--- config.mk ---
export PLATFORM = sky130hd
export DESIGN_NAME = sliding_median_filter
export DESIGN_NICKNAME = d
export VERILOG_FILES = /design/src/rtl/smf_pkg.sv /design/src/rtl/smf_median.sv /design/src/rtl/sliding_median_filter.sv
export SDC_FILE = /design/constraint.sdc
export NUM_CORES = 1
export LEC_CHECK = 0
export ABC_CLOCK_PERIOD_IN_PS = 9500
export BUFFER_PORTS_ARGS = -buffer_cell sky130_fd_sc_hd__buf_2
export CAP_MARGIN = 20
export CELL_PAD_IN_SITES_DETAIL_PLACEMENT = 0
export CELL_PAD_IN_SITES_GLOBAL_PLACEMENT = 1
export CORE_ASPECT_RATIO = 0.75
export CORE_MARGIN = 2
export CORE_UTILIZATION = 51
export CTS_CLUSTER_DIAMETER = 40
export DETAILED_ROUTE_END_ITERATION = 10
export PLACE_DENSITY_LB_ADDON = 0.08
export SETUP_SLACK_MARGIN = 0.05
export SYNTH_ARGS = -nofsm -noshare
export SYNTH_HDL_FRONTEND = slang
export SYNTH_SLANG_ARGS = --single-unit
--- constraint.sdc ---
create_clock -name aclk -period 9.5 [get_ports aclk]
set_input_delay 0.95 -clock aclk [delete_from_list [all_inputs] [get_ports aclk]]
set_output_delay 0.95 -clock aclk [all_outputs]
set_load 0.03 [all_outputs]
--- src/rtl/smf_pkg.sv ---
`default_nettype none

package smf_pkg;

    // sample format, fixed by the stream
    localparam int SAMPLE_WIDTH = 16;

    // default largest half width of the window
    localparam int MAX_HALF_DEF = 3;

    // window_half register
    localparam int HALF_WIDTH = 2;
    localparam logic [HALF_WIDTH-1:0] HALF_RESET = 2'd2;

    typedef struct packed {
        logic signed [SAMPLE_WIDTH-1:0] sample;
        logic                           last_in;
    } smf_in_t;

    typedef struct packed {
        logic signed [SAMPLE_WIDTH-1:0] filtered_sample;
        logic                           last_out;
    } smf_out_t;

endpackage

`default_nettype wire

--- src/rtl/smf_median.sv ---
`default_nettype none

module smf_median #(
    parameter int MAX_HALF = smf_pkg::MAX_HALF_DEF,
    localparam int HIST = 2 * MAX_HALF + 1,
    localparam int AW   = $clog2(MAX_HALF + 1),
    localparam int CW   = $clog2(HIST + 1),
    localparam int KW   = $clog2(HIST)
) (
    input  var logic signed [smf_pkg::SAMPLE_WIDTH-1:0] hist_i [HIST],
    input  var logic [AW-1:0]                           age_i,
    input  var logic [AW-1:0]                           half_i,
    input  var logic [CW-1:0]                           count_i,
    output var logic signed [smf_pkg::SAMPLE_WIDTH-1:0] median_o
);

    logic [KW-1:0]   lo;
    logic [KW-1:0]   hi;
    logic [KW-1:0]   hi_sum;
    logic [KW-1:0]   hi_cnt;
    logic [HIST-1:0] mask;
    logic [CW-1:0]   n;
    logic [CW-1:0]   target;
    logic [CW-1:0]   rank [HIST];

    // window bounds, cut to the samples of the current signal
    always_comb begin
        lo     = (age_i > half_i) ? KW'(age_i - half_i) : '0;
        hi_sum = KW'(age_i) + KW'(half_i);
        hi_cnt = KW'(count_i - 1'b1);
        hi     = (hi_sum < hi_cnt) ? hi_sum : hi_cnt;
        for (int k = 0; k < HIST; k++) begin
            mask[k] = (KW'(k) >= lo) && (KW'(k) <= hi);
        end
        n      = CW'($countones(mask));
        target = n >> 1;
    end

    // rank of each entry among the window, ties broken by position
    always_comb begin
        median_o = '0;
        for (int i = 0; i < HIST; i++) begin
            rank[i] = '0;
            for (int j = 0; j < HIST; j++) begin
                if (mask[j] && ((hist_i[j] < hist_i[i]) ||
                                ((hist_i[j] == hist_i[i]) && (j < i)))) begin
                    rank[i] = rank[i] + 1'b1;
                end
            end
        end
        for (int i = 0; i < HIST; i++) begin
            if (mask[i] && (rank[i] == target)) begin
                median_o = median_o | hist_i[i];
            end
        end
    end

endmodule

`default_nettype wire

--- src/rtl/sliding_median_filter.sv ---
// sliding median filter with truncated window edges
//
// input request (s_valid/s_ready/s_data) carries one signed sample and a
// last-of-signal mark. result request (m_valid/m_ready/m_data) carries the
// median of the window around the output position, lagging the input by
// window_half samples. at the start and end of a signal the window shrinks
// to the samples that exist; an even count takes the upper median.
// an accepted sample may start a job in the job register; its result moves into
// the output register once that is free. throughput: one sample per cycle unless
// stalled or flushing, set by the single rank-compare network between the two
// registers. a sample marked last flushes every pending position, oldest first,
// up to window_half+1 results, one per cycle unless stalled; s_ready stays low
// until the final one moves into the output register, then the block starts a
// new signal. when the receiver stalls, the output register holds its result and
// the block takes one more sample into the job register before s_ready drops.
// reset (aresetn low, synchronous) empties both registers, clears the
// sample count and sets window_half to 2. cfg_wr_en writes window_half;
// change it only while the block is idle. values above MAX_HALF act as MAX_HALF.

`default_nettype none

module sliding_median_filter #(
    parameter int MAX_HALF = smf_pkg::MAX_HALF_DEF
) (
    input  var logic                             aclk,
    input  var logic                             aresetn,
    input  var logic                             s_valid,
    output var logic                             s_ready,
    input  var smf_pkg::smf_in_t                 s_data,
    output var logic                             m_valid,
    input  var logic                             m_ready,
    output var smf_pkg::smf_out_t                m_data,
    input  var logic                             cfg_wr_en,
    input  var logic [smf_pkg::HALF_WIDTH-1:0]   cfg_wr_data
);

    localparam int HIST = 2 * MAX_HALF + 1;
    localparam int AW   = $clog2(MAX_HALF + 1);
    localparam int CW   = $clog2(HIST + 1);

    // configuration
    logic [smf_pkg::HALF_WIDTH-1:0] window_half_reg;
    logic [AW-1:0]                  half_eff;

    // sample history, newest at index 0
    logic signed [smf_pkg::SAMPLE_WIDTH-1:0] hist_reg  [HIST];
    logic signed [smf_pkg::SAMPLE_WIDTH-1:0] hist_next [HIST];
    logic [CW-1:0] count_reg, count_next, count_inc;

    // job register: which position to emit next
    logic          job_valid_reg, job_valid_next;
    logic          job_flush_reg, job_flush_next;
    logic [AW-1:0] job_age_reg, job_age_next;
    logic [AW-1:0] job_half_reg, job_half_next;
    logic [CW-1:0] job_count_reg, job_count_next;

    // output register
    logic              m_valid_reg, m_valid_next;
    smf_pkg::smf_out_t m_data_reg, m_data_next;

    logic accept;
    logic out_free;
    logic job_advance;
    logic job_done;
    logic signed [smf_pkg::SAMPLE_WIDTH-1:0] median;

    // clamp the register to the history depth
    assign half_eff = (int'(window_half_reg) > MAX_HALF) ? AW'(MAX_HALF)
                                                         : AW'(window_half_reg);

    assign out_free    = !m_valid_reg || m_ready;
    assign job_advance = job_valid_reg && out_free;
    // a flush job keeps going until the newest position is out
    assign job_done    = !job_flush_reg || (job_age_reg == '0);
    // history is frozen while a flush still needs it
    assign s_ready     = !job_valid_reg || (job_advance && job_done);
    assign accept      = s_valid && s_ready;

    assign count_inc = (count_reg < CW'(HIST)) ? count_reg + 1'b1 : count_reg;

    smf_median #(
        .MAX_HALF (MAX_HALF)
    ) u_median (
        .hist_i   (hist_reg),
        .age_i    (job_age_reg),
        .half_i   (job_half_reg),
        .count_i  (job_count_reg),
        .median_o (median)
    );

    always_comb begin
        hist_next      = hist_reg;
        count_next     = count_reg;
        job_valid_next = job_valid_reg;
        job_flush_next = job_flush_reg;
        job_age_next   = job_age_reg;
        job_half_next  = job_half_reg;
        job_count_next = job_count_reg;

        // retire or step the current job
        if (job_advance) begin
            if (job_done) begin
                job_valid_next = 1'b0;
            end else begin
                job_age_next = job_age_reg - 1'b1;
            end
        end

        // new sample: shift it in and set up its job
        if (accept) begin
            hist_next[0] = s_data.sample;
            for (int k = 1; k < HIST; k++) begin
                hist_next[k] = hist_reg[k-1];
            end
            job_half_next  = half_eff;
            job_count_next = count_inc;
            if (s_data.last_in) begin
                job_valid_next = 1'b1;
                job_flush_next = 1'b1;
                job_age_next   = (CW'(half_eff) < count_inc - 1'b1) ? half_eff
                                                                    : AW'(count_inc - 1'b1);
                count_next     = '0;
            end else begin
                // position half samples back exists once half+1 samples are in
                job_valid_next = (count_inc > CW'(half_eff));
                job_flush_next = 1'b0;
                job_age_next   = half_eff;
                count_next     = count_inc;
            end
        end
    end

    always_comb begin
        m_valid_next = m_valid_reg;
        m_data_next  = m_data_reg;
        if (job_advance) begin
            m_valid_next                = 1'b1;
            m_data_next.filtered_sample = median;
            m_data_next.last_out        = job_flush_reg && (job_age_reg == '0);
        end else if (m_ready) begin
            m_valid_next = 1'b0;
        end
    end

    // control state
    always_ff @(posedge aclk) begin
        if (!aresetn) begin
            window_half_reg <= smf_pkg::HALF_RESET;
            count_reg       <= '0;
            job_valid_reg   <= 1'b0;
            m_valid_reg     <= 1'b0;
        end else begin
            if (cfg_wr_en) begin
                window_half_reg <= cfg_wr_data;
            end
            count_reg     <= count_next;
            job_valid_reg <= job_valid_next;
            m_valid_reg   <= m_valid_next;
        end
    end

    // payload, no reset needed
    always_ff @(posedge aclk) begin
        hist_reg      <= hist_next;
        job_flush_reg <= job_flush_next;
        job_age_reg   <= job_age_next;
        job_half_reg  <= job_half_next;
        job_count_reg <= job_count_next;
        m_data_reg    <= m_data_next;
    end

    assign m_valid = m_valid_reg;
    assign m_data  = m_data_reg;

endmodule

`default_nettype wire

=== Word-level counts from Yosys, hierarchy flattened ===
Cells that the tools add are included.
W data, S select, Z words.

* Bits of input ports: 24
* Latch bits: 0
* Memory bits (writable): 0
* Output and inout bits: 19
* Register bits after elaboration: 144
* Memories: 0
* Logic and storage cells: 346
* Bits in read-only memories: 0

* Shift operators: 0
* Reduce and logical (&&, ||, !) cells: 100
* Multiply operators: 0
* Add/sub/neg operators: 54
* Eq/ne operators: 29
* Bitwise operators: 6
* Div/mod/pow operators: 0
* Muxes and demuxes: 72
* Magnitude comparators: 68

{| class="wikitable"
|+ Operator list
! kind !! number
|-
| $lt A16 B16 Y1 || 49
|-
| $eq A16 B16 Y1 || 21
|-
| $mux W3 || 46
|-
| $add A3 B1 Y3 const B || 43
|-
| $mux W16 || 7
|-
| $or A16 B16 Y16 || 6
|-
| $logic_and A1 B1 Y1 || 67
|-
| $logic_or A1 B1 Y1 || 24
|-
| $eq A3 B2 Y1 || 7
|-
| $mux W1 || 14
|-
| $mux W2 || 5
|-
| $ge A3 B3 Y1 const A || 3
|-
| $le A3 B3 Y1 const A || 3
|-
| $add A1 B1 Y2 || 3
|-
| $add A3 B3 Y3 || 2
|-
| $ge A1 B3 Y1 const A || 2
|-
| $ge A2 B3 Y1 const A || 2
|-
| $le A1 B3 Y1 const A || 2
|-
| $le A2 B3 Y1 const A || 2
|-
| $reduce_bool A2 Y1 || 3
|-
| $sub A3 B1 Y3 const B || 2
|-
| $reduce_and A2 Y1 || 2
|-
| $add A2 B2 Y3 || 1
|-
| $add A3 B1 Y3 || 1
|-
| other kinds (10) || 12
|}

=== Depth between registers and ports, before layout ===
* Depth in word-level cells: 34
* Mapped depth: 33
* Gate-level depth less buffers: 32

=== By module ===
From an unflattened synthesis, not the netlist that was laid out.

* Cell total of the unflattened synthesis: 1,703
* Area total of the unflattened synthesis: 16,395.7 µm²

{| class="wikitable"
|+ Modules (own cells, without submodules)
! module !! area each (µm²) !! cells an instance !! sequential area each (µm²) !! times used
|-
| smf_median || 11,718.7 || 1,494 || 0.0 || 1
|-
| sliding_median_filter || 4,677.0 || 209 || 4,254.1 || 1
|}

=== Least setup slack after synthesis ===
No wires, ideal clock.

* Path type: register -> register
* Start point: reg job_age_reg[0]
* End point: reg m_data_reg, in the netlist m_data[10], data pin
* Required time: 9.370 ns
* Arrival: 6.493 ns
* Buffers on the path: 1
* Clock period less this slack: 6.623 ns
* Cell stages (with the launch flop): 30
* Path slack: 2.877 ns
* Setup time: 0.130 ns
* Cells stage by stage: edfxtp_1 -> ha_1 -> inv_1 -> fa_1 -> inv_1 -> ha_1 -> nor2b_1 -> a211oi_4 -> mux2i_1 -> o32ai_4 -> inv_6 -> nand2_1 -> ha_1 -> nor3b_1 -> mux2_2 -> nor3_1 -> ha_1 -> mux2_2 -> ha_1 -> mux2_2 -> ha_1 -> xnor2_1 -> a41oi_1 -> a21bo_2 -> a221oi_1 -> nand2_1 -> a311o_2 -> buf_2 -> o2111ai_1 -> a2111o_1

* Longest elaborated chain between the ends: 34
* Elaborated cells on any way between the ends: 200
* Those cells by class: add/sub (50); order compare (16); eq/ne (7); mux (58); bitwise (6); reduce/logical (63)

{| class="wikitable"
|+ RTL lines
! item !! RTL line !! source
|-
| from (decl) || sliding_median_filter.sv:53 || <nowiki>logic [AW-1:0] job_age_reg, job_age_next;</nowiki>
|-
| from (signal assigned) || sliding_median_filter.sv:166 || <nowiki>job_age_reg <= job_age_next;</nowiki>
|-
| $add A2 B2 Y3 || smf_median.sv:29 || <nowiki>hi_sum = KW'(age_i) + KW'(half_i);</nowiki>
|-
| $lt A3 B3 Y1 || smf_median.sv:31 || <nowiki>hi = (hi_sum < hi_cnt) ? hi_sum : hi_cnt;</nowiki>
|-
| $mux W3 || smf_median.sv:31 ||
|-
| $le A1 B3 Y1 || smf_median.sv:33 || <nowiki>mask[k] = (KW'(k) >= lo) && (KW'(k) <= hi);</nowiki>
|-
| $logic_and A1 B1 Y1 || smf_median.sv:33 ||
|-
| $logic_and A1 B1 Y1 || smf_median.sv:45 || <nowiki>if (mask[j] && ((hist_i[j] < hist_i[i]) ||</nowiki>
|-
| $mux W1 || smf_median.sv:45 ||
|-
| $add A3 B1 Y3 || smf_median.sv:47 || <nowiki>rank[i] = rank[i] + 1'b1;</nowiki>
|-
| [... 19 more ...] || n/a ||
|-
| $mux W16 || smf_median.sv:52 || <nowiki>if (mask[i] && (rank[i] == target)) begin</nowiki>
|-
| $or A16 B16 Y16 || smf_median.sv:53 || <nowiki>median_o = median_o | hist_i[i];</nowiki>
|-
| $mux W16 || smf_median.sv:52 ||
|-
| $or A16 B16 Y16 || smf_median.sv:53 ||
|-
| $mux W16 || smf_median.sv:52 ||
|-
| $or A16 B16 Y16 || smf_median.sv:53 ||
|-
| $mux W16 (*) || smf_median.sv:52 ||
|-
| via median, one bit || sliding_median_filter.sv:65 || <nowiki>logic signed [smf_pkg::SAMPLE_WIDTH-1:0] median;</nowiki>
|-
| to (signal assigned) || sliding_median_filter.sv:169 || <nowiki>m_data_reg <= m_data_next;</nowiki>
|-
| to (decl) || sliding_median_filter.sv:59 || <nowiki>smf_pkg::smf_out_t m_data_reg, m_data_next;</nowiki>
|}

The timed path passes the listed nets; every way through them passes the cells marked *.
A chain may end at the register's enable or synchronous reset.

=== Worst setup path in the final report ===
* Start point: reg job_age_reg[0]
* End point: reg m_data_reg, in the netlist m_data[5], data pin

Same word-level chain as after synthesis.

==> flow_summary.ini <==
[cts]
numCtsBuffers = 17
clockRootBuffer = clkbuf_16
clkTransAtPathRegs_ps = 70
cts.sinks = 144
clk_latency_ps = 450
cts_tree = built
cts_setup_buffers = 0
cts_buffer_depth = 2
ctsResizeCount = 0
htreeDepth = 4
cts_hold_buf = 0

[sta]
hold_viol_final = 0
layout_setup_ws_ps = 2220
min_period_ps = 7280
fin_crit_sh_pct = 76.7
fin_setup_tns_ps = 0
report.final.slew_viol_count = 0
skew_ps = 7.45
slew_headroom_pct = 28.9
tightest_slew_ps = 1050
fmax_mhz = 137
finalSetupViolCount = 0
rsz0062_at_grt = false

[final_layout]
final_cells = 2199
drive_gt1_share_pct = 8.09
final_area_um2 = 17800
nNetsFinal = 2197
synthToLayoutAreaGrowth_pct = 8.68
antenna_cells = 0
n_fill_cell = 2815
largest_reg_flops = 112

[min_path]
hp-class = reg -> reg
hold_depth = 1
holdCritStartpoint = job_valid_reg$_SDFFE_PN0P_
min_to = m_valid$_SDFFE_PN0P_

[placement]
io_buffers = 42
hpwlAfterDp_um = 45400
gp_congestion = 0.969
placed_area_um2 = 17200
place_inst = 2166
dp_slack_ps = 2310

[yosys]
syn_area_um2 = 16400
netlist_instances = 1716
async_flop_share_pct = 0
yosysWarnings = 0
ys_seq_area_share_pct = 26.0
synth_edf_count = 137
synth_top_cell_by_area = ha_1
ys_ff_latch = 144
syn_nets = 2133
yosysTopAreaCellShare_pct = 29.7
synthTopCellsByArea = ha_1 (30%), edfxtp_1 (25%), inv_1 (3.9%)
ys.flop_type = edfxtp_1
ys_types = 87
avgSynthCellArea_um2 = 9.54

[detailed_routing]
drtPass1Iterations = 8
routed-via-count = 14448
via_per_inst = 6.57
routed_wirelength_um = 57000
postRouteAntennaNets = 0
drc = 0
post_drt_wl_per_cell_um = 25.9
drt_iter0_drc = 1496

[setup_path]
r2r_end = m_data[5]$_DFFE_PP_
critPathMaxStageDelay_ps = 570
required_ps = 9830
end_kind = register
rr_startpoint = job_age_reg[0]$_DFFE_PP_
crit_slowest_cell = fa_1
path_common_cell = ha_1
rr_worst_depth = 28
worstPathArrival_ps = 7610
critPathKind = reg -> reg
crit_path_start_kind = register
rrSetupSlack_ps = 2220
cp_max_fo = 16

[global_route]
grt_overflow = 0
antenna_found_initial = 0
grt_first_pass_wirelength_um = 85400
grt_pass1_vias = 13871
gr-usage-all-layers_pct = 34.3
grt_max_degree = 65

[flow_run]
maxCapViolations = 0

[pwr]
p_leak_nw = 8.21
peakVddDrop_uv = 524
p_per_area_nw_per_um2 = 307
fin_total_pwr_w = 0.00547

[floorplan]
die-area_um2 = 33600
core_um2 = 31500
initial_core_util_pct = 52.0
die_y_um = 159
boundaryPins = 43
row_count = 56
dieWidth_um = 211

[run_status]
outcome = completed
==> final cells by class <==
| cell class | instances | area, um^2 | area share [%] |
|---|---|---|---|
| Tap cell | 406 | 508 | 2.86 |
| Clock buffer | 18 | 429 | 2.41 |
| Inverter | 170 | 646 | 3.63 |
| Timing Repair Buffer | 65 | 388 | 2.18 |
| Multi-Input combinational cell | 1382 | 11400 | 64.1 |
| Clock inverter | 14 | 169 | 0.949 |
| Sequential cell | 144 | 4250 | 23.9 |
==> per-layer routing <==
layer,GRT usage (%),up-vias,share of wire [%]
met4,11.5,2,3.5
met5,1.58,-,0.12
met2,49.4,733,41
met1,50.1,6917,46
met3,7.87,140,10
li1,-,6656,-
==> critical path: cells and delay by family (launching register included) <==
family | cells | cell delay [ps]
fa+ha+maj | 7 | 2140
compound gates | 8 | 2260
flops | 1 | 370
xor+xnor | 1 | 130
buf+inv | 3 | 270
mux | 4 | 1170
simple gates | 5 | 780
==> report_power, final <==
group	switching (W)	internal [W]	leakage, nW
Clock	0.000311	0.000397	0.285
Combinational	0.00235	0.00142	6.55
Sequential	0.000123	0.000871	1.38
Total	0.00278	0.00269	8.21
==> cells in the final DEF (no fill, tap or decap), drive strengths merged, types with 8 or more instances in the layout <==
cell type and count:
ha 388, inv 178, edfxtp 137, a21oi 117, nand2 110, nand4 95, nor2 78, buf 65
o21ai 61, nand3 51, a21o 41, and2 41, nor2b 38, xnor2 34, nor3 27, a2111o 19
clkbuf 18, nor4 18, o2111ai 17, nand2b 17, xor2 17, mux2i 16, a211oi 16, mux2 15
o211ai 13, a31oi 11, o21a 10, o21bai 8
==> cell families after synthesis <==
group | Yosys count | share of synthesized area, %
mux | 31 | 2.03
fa+ha+maj | 393 | 30.3
flops | 144 | 26.0
simple gates | 519 | 16.9
buf+inv | 190 | 4.50
xor+xnor | 60 | 4.24
compound gates | 379 | 16.0
==> synth_stat cells (all sizes together) (5+ instances only) <==
library cell	number
o21bai	8
o211ai	13
nor3	27
mux2i	16
nor4	18
nand3	51
a221oi	5
and4	7
a311o	5
a21oi	117
and2	41
a2111o	19
o2111ai	17
a211oi	16
xor2	17
a311oi	5
o21ai	61
xnor2	34
or4	6
a211o	5
a21o	41
o21a	10
fa	5
and3	5
edfxtp	137
buf	9
nor2	78
or3	7
a31oi	11
a21boi	6
nand2b	17
ha	388
nor2b	38
dfxtp	7
nand2	110
xnor3	6
nand4	95
clkbuf	11
mux2	15
inv	170
==> worst max path at each step <==
| stage | start | end | slack [ps] | depth (start not counted) |
|---|---|---|---|---|
| 2_1_floorplan | job_age_reg[0]$_DFFE_PP_ | m_data[10]$_DFFE_PP_ | 2880 | 29 |
| 6_report | job_age_reg[0]$_DFFE_PP_ | m_data[5]$_DFFE_PP_ | 2220 | 28 |
| 3_5_place_dp | job_age_reg[0]$_DFFE_PP_ | m_data[5]$_DFFE_PP_ | 2310 | 28 |
| 3_3_place_gp | job_age_reg[0]$_DFFE_PP_ | m_data[10]$_DFFE_PP_ | 2470 | 28 |
| 4_1_cts | job_age_reg[0]$_DFFE_PP_ | m_data[5]$_DFFE_PP_ | 2300 | 28 |
| 5_1_grt | job_age_reg[0]$_DFFE_PP_ | m_data[16]$_DFFE_PP_ | 1850 | 28 |
==> metrics by stage <==
stage / util (%) / hold slack [ps]
floorplan: - / 448
global placement: 54.6 / 456
detailed placement: 54.6 / 467
CTS: 56.5 / 486
global route: 56.5 / 504
finish: 56.5 / 486
Power figures use the tool's default switching activity.
